<file path="src/hdl/evsd_pkg.sv">
// Shared types and constants for the VLAN strip / EtherType demux block.
package evsd_pkg;

    typedef enum logic [1:0] {
        MODE_HEADER  = 2'd0,
        MODE_PAYLOAD = 2'd1,
        MODE_DISCARD = 2'd2
    } t_mode;

    localparam logic [1:0] ST_OK      = 2'd0;
    localparam logic [1:0] ST_TRUNC   = 2'd1;
    localparam logic [1:0] ST_UNKNOWN = 2'd2;

    localparam logic [1:0] DEST_ARP  = 2'd0;
    localparam logic [1:0] DEST_IPV4 = 2'd1;
    localparam logic [1:0] DEST_IPV6 = 2'd2;

    localparam logic [15:0] ET_VLAN_CTAG = 16'h8100;
    localparam logic [15:0] ET_VLAN_STAG = 16'h88A8;
    localparam logic [15:0] ET_ARP       = 16'h0806;
    localparam logic [15:0] ET_IPV4      = 16'h0800;
    localparam logic [15:0] ET_IPV6      = 16'h86DD;

    localparam int          TYPE_OFFSET_INIT = 12;
    localparam int          TAG_BYTES        = 4;
    localparam logic [13:0] COUNT_MAX        = 14'h3FFF;

    typedef struct packed {
        logic [7:0]  payload_byte;
        logic        byte_present;
        logic [1:0]  destination;
        logic        end_of_frame;
        logic [1:0]  frame_status;
        logic [13:0] payload_count;
        logic [2:0]  tags_stripped;
    } t_result;

endpackage

</file>
<file path="src/hdl/evsd_parse.sv">
// Header parser: tag skipping, EtherType classification and result formation.
module evsd_parse #(
    parameter int MAX_TAGS        = 4,
    parameter int MAX_FRAME_BYTES = 16384
) (
    input  logic              i_clk,
    input  logic              i_rst_n,
    input  logic              i_take,
    input  logic [7:0]        i_frame_byte,
    input  logic              i_frame_last,
    output logic              o_res_valid,
    output evsd_pkg::t_result o_res
);
    import evsd_pkg::*;

    localparam int POS_W = $clog2(MAX_FRAME_BYTES);
    localparam int OFF_W = $clog2(TYPE_OFFSET_INIT + TAG_BYTES * MAX_TAGS + 2);
    localparam int TAG_W = (MAX_TAGS > 0) ? $clog2(MAX_TAGS + 1) : 1;

    localparam logic [POS_W-1:0] POS_MAX   = POS_W'(MAX_FRAME_BYTES - 1);
    localparam logic [OFF_W-1:0] OFF_INIT  = OFF_W'(TYPE_OFFSET_INIT);
    localparam logic [OFF_W-1:0] OFF_STEP  = OFF_W'(TAG_BYTES);
    localparam logic [TAG_W-1:0] TAG_LIMIT = TAG_W'(MAX_TAGS);

    logic [POS_W-1:0] r_pos,   n_pos;
    logic [OFF_W-1:0] r_off,   n_off;
    logic [TAG_W-1:0] r_tags,  n_tags;
    logic [7:0]       r_high,  n_high;
    t_mode            r_mode,  n_mode;
    logic [1:0]       r_class, n_class;
    logic [13:0]      r_count, n_count;

    logic [POS_W-1:0] off_ext;
    logic [15:0]      ether_type;
    logic             clear;

    always_comb begin
        off_ext    = POS_W'(r_off);
        ether_type = {r_high, i_frame_byte};
        n_pos      = r_pos;
        n_off      = r_off;
        n_tags     = r_tags;
        n_high     = r_high;
        n_mode     = r_mode;
        n_class    = r_class;
        n_count    = r_count;
        clear      = 1'b0;
        o_res_valid = 1'b0;
        o_res       = '0;

        if (i_take) begin
            unique case (r_mode)
                MODE_PAYLOAD: begin
                    if (r_count < COUNT_MAX) begin
                        n_count = r_count + 14'd1;
                    end
                    o_res_valid          = 1'b1;
                    o_res.payload_byte   = i_frame_byte;
                    o_res.byte_present   = 1'b1;
                    o_res.destination    = r_class;
                    o_res.end_of_frame   = i_frame_last;
                    o_res.frame_status   = ST_OK;
                    o_res.payload_count  = n_count;
                    clear                = i_frame_last;
                end
                MODE_HEADER: begin
                    if (r_pos < POS_MAX) begin
                        n_pos = r_pos + POS_W'(1);
                    end
                    if (r_pos == off_ext + POS_W'(1)) begin
                        if ((ether_type == ET_VLAN_CTAG || ether_type == ET_VLAN_STAG)
                                && r_tags < TAG_LIMIT) begin
                            n_tags = r_tags + TAG_W'(1);
                            n_off  = r_off + OFF_STEP;
                            if (i_frame_last) begin
                                o_res_valid        = 1'b1;
                                o_res.end_of_frame = 1'b1;
                                o_res.frame_status = ST_TRUNC;
                                clear              = 1'b1;
                            end
                        end else begin
                            priority if (ether_type == ET_ARP) begin
                                n_class = DEST_ARP;
                                n_mode  = MODE_PAYLOAD;
                            end else if (ether_type == ET_IPV4) begin
                                n_class = DEST_IPV4;
                                n_mode  = MODE_PAYLOAD;
                            end else if (ether_type == ET_IPV6) begin
                                n_class = DEST_IPV6;
                                n_mode  = MODE_PAYLOAD;
                            end else begin
                                n_mode  = MODE_DISCARD;
                            end
                            if (i_frame_last) begin
                                o_res_valid        = 1'b1;
                                o_res.end_of_frame = 1'b1;
                                if (n_mode == MODE_PAYLOAD) begin
                                    o_res.destination  = n_class;
                                    o_res.frame_status = ST_OK;
                                end else begin
                                    o_res.frame_status = ST_UNKNOWN;
                                end
                                clear = 1'b1;
                            end
                        end
                    end else begin
                        if (r_pos == off_ext) begin
                            n_high = i_frame_byte;
                        end
                        if (i_frame_last) begin
                            o_res_valid        = 1'b1;
                            o_res.end_of_frame = 1'b1;
                            o_res.frame_status = ST_TRUNC;
                            clear              = 1'b1;
                        end
                    end
                end
                default: begin
                    if (i_frame_last) begin
                        o_res_valid        = 1'b1;
                        o_res.end_of_frame = 1'b1;
                        o_res.frame_status = ST_UNKNOWN;
                        clear              = 1'b1;
                    end
                end
            endcase
            o_res.tags_stripped = 3'(n_tags);
        end

        if (clear) begin
            n_pos   = '0;
            n_off   = OFF_INIT;
            n_tags  = '0;
            n_high  = '0;
            n_mode  = MODE_HEADER;
            n_class = '0;
            n_count = '0;
        end
    end

    always_ff @(posedge i_clk) begin
        if (!i_rst_n) begin
            r_pos   <= '0;
            r_off   <= OFF_INIT;
            r_tags  <= '0;
            r_high  <= '0;
            r_mode  <= MODE_HEADER;
            r_class <= '0;
            r_count <= '0;
        end else begin
            r_pos   <= n_pos;
            r_off   <= n_off;
            r_tags  <= n_tags;
            r_high  <= n_high;
            r_mode  <= n_mode;
            r_class <= n_class;
            r_count <= n_count;
        end
    end

endmodule

</file>
<file path="src/hdl/evsd_out_reg.sv">
// Result register with valid/ready handshake toward the downstream side.
module evsd_out_reg (
    input  logic              i_clk,
    input  logic              i_rst_n,
    input  logic              i_res_valid,
    input  evsd_pkg::t_result i_res,
    output logic              o_can_take,
    output logic              o_valid,
    input  logic              i_ready,
    output evsd_pkg::t_result o_res
);
    import evsd_pkg::*;

    logic    r_valid, n_valid;
    t_result r_res;

    assign o_can_take = !r_valid || i_ready;
    assign n_valid    = i_res_valid || (r_valid && !i_ready);
    assign o_valid    = r_valid;
    assign o_res      = r_res;

    always_ff @(posedge i_clk) begin
        if (!i_rst_n) begin
            r_valid <= 1'b0;
        end else begin
            r_valid <= n_valid;
        end
    end

    always_ff @(posedge i_clk) begin
        if (i_res_valid) begin
            r_res <= i_res;
        end
    end

endmodule

</file>
<file path="src/hdl/eth_vlan_strip_ethertype_demux_top.sv">
// A result appears in the cycle after the byte that causes it is accepted.
// Throughput: one frame byte per cycle; the parse state updates in a single pass.
// Input ready drops only while a result waits in the output register and the
// downstream side is not ready.
// Reset: synchronous active-low; clears parse state and the output valid.
module eth_vlan_strip_ethertype_demux_top #(
    parameter int MAX_TAGS        = 4,
    parameter int MAX_FRAME_BYTES = 16384
) (
    input  logic        i_clk,
    input  logic        i_rst_n,
    input  logic        i_in_valid,
    output logic        o_in_ready,
    input  logic [7:0]  i_frame_byte,
    input  logic        i_frame_last,
    output logic        o_out_valid,
    input  logic        i_out_ready,
    output logic [7:0]  o_payload_byte,
    output logic        o_byte_present,
    output logic [1:0]  o_destination,
    output logic        o_end_of_frame,
    output logic [1:0]  o_frame_status,
    output logic [13:0] o_payload_count,
    output logic [2:0]  o_tags_stripped
);
    import evsd_pkg::*;

    logic    take;
    logic    res_valid;
    t_result res;
    t_result out_res;

    assign take = i_in_valid && o_in_ready;

    evsd_parse #(
        .MAX_TAGS        (MAX_TAGS),
        .MAX_FRAME_BYTES (MAX_FRAME_BYTES)
    ) u_parse (
        .i_clk        (i_clk),
        .i_rst_n      (i_rst_n),
        .i_take       (take),
        .i_frame_byte (i_frame_byte),
        .i_frame_last (i_frame_last),
        .o_res_valid  (res_valid),
        .o_res        (res)
    );

    evsd_out_reg u_out_reg (
        .i_clk       (i_clk),
        .i_rst_n     (i_rst_n),
        .i_res_valid (res_valid),
        .i_res       (res),
        .o_can_take  (o_in_ready),
        .o_valid     (o_out_valid),
        .i_ready     (i_out_ready),
        .o_res       (out_res)
    );

    assign o_payload_byte  = out_res.payload_byte;
    assign o_byte_present  = out_res.byte_present;
    assign o_destination   = out_res.destination;
    assign o_end_of_frame  = out_res.end_of_frame;
    assign o_frame_status  = out_res.frame_status;
    assign o_payload_count = out_res.payload_count;
    assign o_tags_stripped = out_res.tags_stripped;

endmodule
</file>
<file path="config.mk">
export PLATFORM = sky130hd
export DESIGN_NAME = eth_vlan_strip_ethertype_demux_top
export DESIGN_NICKNAME = d
export VERILOG_FILES = /design/src/hdl/evsd_pkg.sv /design/src/hdl/evsd_parse.sv /design/src/hdl/evsd_out_reg.sv /design/src/hdl/eth_vlan_strip_ethertype_demux_top.sv
export SDC_FILE = /design/constraint.sdc
export NUM_CORES = 1
export LEC_CHECK = 0
export BUFFER_PORTS_ARGS = -buffer_cell sky130_fd_sc_hd__buf_2
export CAP_MARGIN = 10
export CORE_ASPECT_RATIO = 1.25
export CORE_MARGIN = 5
export CORE_UTILIZATION = 58
export CTS_CLUSTER_SIZE = 14
export DETAILED_ROUTE_END_ITERATION = 7
export PLACE_DENSITY = 0.79
export SETUP_SLACK_MARGIN = 0.3
export SYNTH_ARGS = -nofsm -noshare
export SYNTH_HDL_FRONTEND = slang
export SYNTH_SLANG_ARGS = --single-unit
</file>
<file path="constraint.sdc">
create_clock -name i_clk -period 3 [get_ports i_clk]
set_input_delay 0.15 -clock i_clk [delete_from_list [all_inputs] [get_ports i_clk]]
set_output_delay 0.15 -clock i_clk [all_outputs]
set_load 0.005 [all_outputs]
</file>
==> run metrics, run 1 <==
status=finished, final reports clean; EDFF count, synth=31; die width=83.9 um; Starting Density=0.599; antenna viol nets, final=0; clk root buf=clkbuf_8; pwr dens=467 mW/mm2; Cell Rows=33; Post-CTS Resized=0; drt pass-1 iters=5; Post-CTS Setup Inserts=0; top cells by count, synth=nor2_1 (61), dfxtp_1 (47), edfxtp_1 (31); depth of the CTS H-tree=3; distinct cell type count after synthesis=53; syn_nets=around 430; Data required, critical path=3.11 ns; Pins Over Slew Limit=0; vias in the first global route=about 3k; cell with the most instances after synthesis=nor2_1; Final Hold Fails=0; largest net degree at the start of global routing=31; top cells by area, synth=dfxtp_1 (24%), edfxtp_1 (24%), nor2_1 (5.8%); Synth Register Bits=roughly 80; Filler cells=between 500 and 600; deepest clock path buffer count=2; Final Net Count=roughly 470; unrepaired setup endpoints after global routing=no; diode count=0; die height=102 um; WL final=between 8 and 9 mm; post-synthesis sequential area ratio=0.473; Avg WL per Cell=about 15 um; Highest Clock Rate=roughly 0.45 GHz; die area=roughly 0.0086 mm2; Min Hold Slack=between 0.08 and 0.09 ns; GRT Util Overall=0.205; Slew @ Worst Pin=0.850 ns; post-synthesis area per instance=around 9.6 um2; dpl ws=between 0.8 and 0.9 ns; Remaining Overflow, GRT=0; Leak Pwr=around 0.0015 uW; Critical Path AT=about 2.3 ns; Worst Skew=0.00929 ns; Starting DRT DRC Count=between 300 and 400; Worst-path clk slew=about 0.08 ns; P&R area growth vs syn=13.2%; Crit. End Element=flop; Max-Slew Margin vs Limit=0.428; Post-Syn Area=a little under 0.004 mm2; maximum net fanout on the critical path=12; CTS tree=yes; post-DR vias/cell=around 6.0; first-pass GRT wire length=about 14 mm; initial antenna violation count=0; setup TNS=0 ns; DRC=0; Crit Path Category=flop to flop; cts hold-fix bufs=0; share of cells above drive strength 1=0.177; PnR worst setup slack=between 0.7 and 0.8 ns; Max-Cap Viols=0; ys flop type=dfxtp_1; Ports=between 40 and 50; GP Congestion=about 0.91; CP startpoint kind=flop; Cells after Synth=413; post-DP HPWL=between 5 and 6 mm; top cell type by total area after synthesis=dfxtp_1; Pwr Total=2090 uW; Vias=3268; VDD IR max=0.314 mV; yosys warns=0; crit share post-route=0.746; ys async rst share=0; TritonCTS Buffers=9; Port Buf Inserts=45; Hold WC Path Type=input pin to flop; core region area=around 0.0066 mm2; Final Critical Period=2.24 ns; Clock Latency Late Sink=~0.35 ns; clock sink total=78; final setup vio count=0; share of the synthesized area in the top cell type=0.238
## power by group
group | leakage, uW | switching, uW | internal (uW)
Clock | 0.000106 | 398 | 471
Sequential | 0.000681 | 7.31 | 1110
Combinational | 0.000718 | 69.3 | 33.3
## worst max-delay path, stage by stage, from the launching register on
cell,delay (ns)
dfxtp_1,0.42
ha_1,0.21
and3_1,0.22
nand4_1,0.37
buf_4,0.32
o21ai_0,0.22
xor2_1,0.18
nor2_1,0.05
## placed cells by master (no fill, tap or decap), types with 7 or more instances in the layout
master and count:
nor2_1 61, and2_1 9, o21ai_0 19, edfxtp_1 31
xnor2_1 19, clkbuf_8 9, inv_1 11, nand3_1 14
nand2_1 17, nor4_1 12, and3_1 7, nor3_1 20
mux2i_1 15, buf_2 45, xor2_1 12, dfxtp_1 47
a21oi_1 13, nand4_1 13
## per-stage QoR
| stage | instance area [um2] | instances | utilization |
|---|---|---|---|
| after floorplan | 3960 | 413 | - |
| after global placement | 4260 | 529 | 0.645 |
| after detailed placement | 4260 | 529 | 0.645 |
| after CTS | 4480 | 545 | 0.678 |
| after global routing | 4480 | 545 | 0.678 |
| final | 4480 | 545 | 0.678 |
## state kept, by name (all words and copies together) (netlist names)
name               cells
u_parse.r_count       14
u_parse.r_mode         2
u_parse.r_pos         14
u_out_reg.o_valid      1
u_parse.r_tags         3
u_out_reg.o_res       31
u_parse.r_class        2
u_parse.r_off          3
u_parse.r_high         8
## final timing paths
kind	startpoint	end	slack, ns	depth (start not counted)
setup / recovery	u_parse.r_count[0]	u_out_reg.o_res[9]	0.76	7
hold / removal	i_rst_n	u_out_reg.o_valid	0.09	2
setup reg to reg	u_parse.r_count[0]	u_out_reg.o_res[9]	0.76	7
hold reg to reg	u_parse.r_off[4]	u_parse.r_off[4]	0.50	2
## metal layers
metal  wire length, um  track usage
met5                 0            0
met4               232       0.0990
met3               397       0.0379
met2              4180        0.336
met1              3620        0.264
## cells by family after synthesis
kind of cell | synth area share
AND/OR/NAND/NOR | 0.265
flip-flops | 0.473
XOR/XNOR | 0.0686
multiplexers | 0.0379
adder cells (fa/ha/maj) | 0.0190
buffers and inverters | 0.0313
AO/OA/AOI/OAI | 0.105
## final cells by class
class | instances | area, um2 | share of cell area
Sequential cell | 78 | 1870 | 0.418
Inverter | 11 | 41.3 | 0.00921
Timing Repair Buffer | 50 | 275 | 0.0614
Clock buffer | 9 | 124 | 0.0276
Clock inverter | 7 | 97.6 | 0.0218
Tap cell | 87 | 109 | 0.0243
Multi-Input combinational cell | 303 | 1960 | 0.438
Note: power is estimated with default switching activity, not from simulation.
==> run 2, diff against run 1 <==
- clock period: 3 -> 2.07 ns (I/O delays scaled with it)
==> run 2 against run 1 <==
Compared with the run above: critical path depth up 1; wire length up 41%; sequential share of layout area down 5.6 points; final cell count up 7.2%; critical endpoint is now u_out_reg.o_res[12]; largest cell class unchanged.
==> run metrics, run 2 (synthesis gave the netlist of run 1 again) <==
status=finished, final reports clean; share of cells above drive strength 1=0.396; Clock Latency Late Sink=roughly 0.37 ns; placed insts=~540; die width=83.9 um; PnR worst setup slack=between 0.06 and 0.07 ns; most common cell after layout, fill and taps aside=nor2_1; depth of the CTS H-tree=3; drt pass-1 iters=5; Worst-path clk slew=0.09 ns; VDD IR max=0.473 mV; final setup vio count=0; register area=about 0.0019 mm2; post-DR vias/cell=6.50; Highest Clock Rate=around 0.50 GHz; Port Buf Inserts=45; deepest clock path buffer count=2; Internal=~2300 uW; GRT Util Overall=0.241; die height=just over 100 um; maximum net fanout on the critical path=6; Max-Slew Margin vs Limit=0.479; Cell Rows=33; Pins Over Slew Limit=0; CP startpoint=u_parse.r_count[1]; die area=around 0.0086 mm2; Starting DRT DRC Count=330; Critical Path End=u_out_reg.o_res[12]; P&R area growth vs syn=33.9%; clock sink total=78; clk root buf=clkbuf_8; Psw=just over 700 uW; Vias=about 3.8k; reg2reg end=u_out_reg.o_res[12]; switching share of total power=0.239; DRC=0; internal reg-to-reg setup slack=a little over 0.06 ns; CP startpoint kind=flop; dpl ws=~0.16 ns; Min Hold Slack=around 0.0086 ns; Filler cells=between 300 and 400; post-DP HPWL=6.10 mm; initial antenna violation count=0; Worst Skew=0.0125 ns; Clock power frac=0.392; setup TNS=0 ns; Final Net Count=between 500 and 600; Crit Path Category=flop to flop; area post-placement=between 0.004 and 0.005 mm2; Finished Cell Area=roughly 0.0053 mm2; worst r2r src=u_parse.r_count[1]; GP Congestion=roughly 0.94; Crit. End Element=flop; Leak Pwr=0.00180 uW; Final Hold Fails=0; Multi-input gate area=0.00239 mm2; largest net degree at the start of global routing=just over 40; unrepaired setup endpoints after global routing=yes; Avg WL per Cell=~20 um; core region area=approximately 0.0066 mm2; commonest non-fill, non-tap cells in the layout=nor2_1 (55), buf_2 (45), edfxtp_1 (31); max reg flops=31; Finished Layout Cells=slightly below 600; Worst R2R Path Depth=8; pwr dens=approximately 560 mW/mm2; TritonCTS Buffers=9; crit share post-route=0.970; Max-Cap Viols=0; Starting Density=0.599; Logic pwr share=0.062; CTS tree=yes; Critical Path AT=2.23 ns; diode count=0; antenna viol nets, final=0; Data required, critical path=2.29 ns; Slew @ Worst Pin=0.775 ns; sequential share of power=0.546; WL final=~12 mm; first-pass GRT wire length=16.4 mm; vias in the first global route=~3.5k; Ports=46; Remaining Overflow, GRT=0; Hold WC Path Type=input pin to flop; Final Critical Period=2.01 ns
## run 2: layout make-up
cell class              count  area share
multi-input cells         303       0.452
flip-flops and latches     78       0.361
repair buffers             89       0.120
clock buffers              10      0.0260
well taps                  87      0.0205
clock inverters             6      0.0116
inverters                  11     0.00944
## run 2: stage by stage
stage / power (uW) / util
after global placement: 1820 / 0.663
after floorplan: 1750 / -
after CTS: 2960 / 0.737
after detailed placement: 1830 / 0.663
after global routing: 3050 / 0.802
final: 2960 / 0.802
## run 2: worst min-delay path by stage
stage	endpoint	from	depth (start not counted)	slack (ns)
after global routing	u_out_reg.o_valid	i_rst_n	2	0.007
after CTS	u_out_reg.o_valid	i_rst_n	2	0.002
final	u_out_reg.o_valid	i_rst_n	2	0.009
after detailed placement	u_out_reg.o_valid	i_rst_n	2	0.38
after global placement	u_out_reg.o_valid	i_rst_n	2	0.37
after floorplan	u_out_reg.o_valid	i_rst_n	1	0.25
## run 2: repair_timing
action	4_1_cts	5_1_grt
gates resized for setup	49	87
pin swaps	9	52
hold buffers	0	0
gates cloned	1	1
buffers inserted	16	11
setup endpoints to repair	31	90
## run 2: critical path, stage by stage, from the launching register on
cell and delay, ns:
dfxtp_2 0.38, ha_4 0.16, and3_4 0.20, nand4_1 0.25
buf_4 0.26, buf_12 0.15, o21ai_4 0.14, nand4_1 0.13
a21oi_2 0.20
## run 2: routing by layer
layer | wire length [um] | global-route usage | vias up
met4 | 647 | 0.126 | 0
met1 | 4260 | 0.269 | 1826
met5 | 0 | 0 | -
met2 | 6140 | 0.434 | 214
met3 | 837 | 0.0540 | 74
li1 | - | - | 1680
## run 2: power by group through the flow
stage	Combinational (uW)	Sequential [uW]	Clock (uW)
after detailed placement	168	1660	0
after global routing	195	1620	1240
final	182	1620	1160
after floorplan	81.7	1670	0
after global placement	165	1660	0
after CTS	174	1620	1160
==> run 3, diff against run 2 <==
- CORE_UTILIZATION: 58 -> 60
- CTS_BUF_LIST: not set -> sky130_fd_sc_hd__clkbuf_4
- PLACE_DENSITY: 0.79 -> 0.82
==> run 3 against run 2 <==
Compared with the run above: core utilization is 0.28 points higher; count of clock-buffer cells in the layout stayed put; maximum frequency is 1.5% higher; via count is 2.8% lower; setup slack better by 0.029 ns; critical path depth is 3 lower; largest cell class unchanged; wire length is 7.6% lower; final cell count is 0.51% higher; global-route usage is 1.1 points lower; register-to-register slack better by 0.03 ns; sequential power hardly changed; final area is 1.5% lower.
==> run metrics, run 3 (synthesis gave the netlist of run 1 again) <==
placed insts=540; WL final=between 10 and 15 mm; Critical Path End=u_out_reg.o_res[18]; Data required, critical path=2.24 ns; Highest Clock Rate=0.505 GHz; Worst R2R Path Depth=5; VDD IR max=between 0.4 and 0.5 mV; crit share post-route=0.956; Final Critical Period=just under 2 ns; die height=~100 um; Leak Pwr=0.00180 uW; first-pass GRT wire length=15.0 mm; post-DR vias/cell=~6.3; DRC=0; max reg flops=31; unrepaired setup endpoints after global routing=yes; Starting DRT DRC Count=about 360; HP Start=i_frame_byte[7]; Crit. End Element=flop; P&R area growth vs syn=31.8%; clock sink total=78; Final Net Count=514; Starting Density=0.611; Critical Path AT=2.15 ns; largest net degree at the start of global routing=32; Finished Cell Area=around 0.0052 mm2; pwr dens=approximately 540 mW/mm2; antenna viol nets, final=0; post-DP HPWL=around 5.8 mm; slowest stage delay, CP=0.57 ns; Slew @ Worst Pin=0.591 ns; TritonCTS Buffers=9; reg2reg end=u_out_reg.o_res[18]; Max-Cap Viols=0; setup TNS=0 ns; Avg WL per Cell=18.7 um; final setup vio count=0; area post-placement=0.00438 mm2; maximum net fanout on the critical path=4; Remaining Overflow, GRT=0; Pwr Total=2840 uW; core region area=between 0.006 and 0.007 mm2; Port Buf Inserts=between 40 and 50; Cell Rows=33; initial antenna violation count=0; Clock Latency Late Sink=around 0.42 ns; Max-Slew Margin vs Limit=0.602; worst path cell trace=or4b_4 > or4_4 > o31ai_2 > nor3_1 > o21a_1; CP startpoint kind=flop; Worst Skew=approximately 0.016 ns; cell depth of the worst setup path=5; depth of the CTS H-tree=3; WP buf/inv=0; share of cells above drive strength 1=0.382; die area=about 0.0083 mm2; worst r2r src=u_parse.r_high[6]; die width=just over 80 um; Hold WC Path Type=input pin to flop; Crit-path slowest cell=or4b_4; Worst-path clk slew=0.13 ns; GRT Util Overall=0.230; diode count=0; clk root buf=clkbuf_4; Vias=3687; Crit Path Category=flop to flop; deepest clock path buffer count=2; vias in the first global route=3308; GP Congestion=0.898; CP startpoint=u_parse.r_high[6]; Ports=46; commonest non-fill, non-tap cells in the layout=nor2_1 (56), buf_2 (45), buf_4 (34); crit-path leading delay family=simple AND/OR/NAND/NOR gates; CTS tree=yes; Final Hold Fails=0; Filler cells=~370; internal reg-to-reg setup slack=between 0.09 and 0.1 ns; most common cell after layout, fill and taps aside=nor2_1; drt pass-1 iters=5; Finished Layout Cells=587; Pins Over Slew Limit=0; status=finished, final reports clean
-- run 3: cell types whose count changed in the layout (fill, tap and decap cells not counted), sizes merged --
cell | before | now
clkinv | 3 | 2
clkinvlp | 4 | 2
dlygate4sd3 | 0 | 2
buf | 89 | 90
inv | 9 | 11
bufinv | 1 | 2
-- run 3: area by class of cell --
type	instances	area [um2]	area share
Inverter	11	45.0	0.00863
Sequential cell	78	1910	0.366
Clock buffer	10	75.1	0.0144
Timing Repair Buffer	92	642	0.123
Tap cell	87	109	0.0209
Clock inverter	6	85.1	0.0163
Multi-Input combinational cell	303	2350	0.451
-- run 3: through the flow --
stage | setup slack (ns) | hold slack, ns | util
after floorplan | 0.244 | 0.250 | -
after global placement | 0.189 | 0.370 | 0.675
after detailed placement | 0.110 | 0.382 | 0.675
after CTS | 0.149 | 0.00557 | 0.740
after global routing | 0.00483 | 0.0550 | 0.805
final | 0.0902 | 0.0544 | 0.805
-- run 3: repair_timing --
action | in CTS | in global routing
buffers inserted | 12 | 16
hold buffers | 2 | 0
setup endpoints to repair | 46 | 89
pin swaps | 18 | 45
cloned | 1 | 0
hold endpoints to repair | 2 | 0
resized for setup | 44 | 70
-- run 3: power breakdown --
| part | switching (uW) | internal [uW] | total, uW |
|---|---|---|---|
| clock network | 532 | 502 | 1030 |
| registers | 10.5 | 1610 | 1620 |
| logic | 117 | 68.5 | 186 |
| total | 660 | 2180 | 2840 |
-- run 3: routing by layer --
| layer | vias up | wire, um | track usage |
|---|---|---|---|
| met3 | 37 | 828 | 0.0403 |
| li1 | 1682 | - | - |
| met4 | 0 | 289 | 0.0830 |
| met1 | 1744 | 4200 | 0.282 |
| met5 | - | 0 | 0 |
| met2 | 224 | 5660 | 0.398 |
-- run 3: how the worst min path moves through the flow --
stage	endpoint	slack, ns	depth (start not counted)
detailed placement	u_out_reg.o_valid	0.38	2
global route	u_parse.r_high[3]	0.06	3
global placement	u_out_reg.o_valid	0.37	2
finish	u_parse.r_high[7]	0.05	3
floorplan	u_out_reg.o_valid	0.25	1
CTS	u_parse.r_high[3]	0.006	3
-- run 3: worst register-to-register path, stage by stage (launching register included) --
cell	delay, ns
dfxtp_2	0.37
or4b_4	0.57
or4_4	0.45
o31ai_2	0.10
nor3_1	0.08
o21a_1	0.17
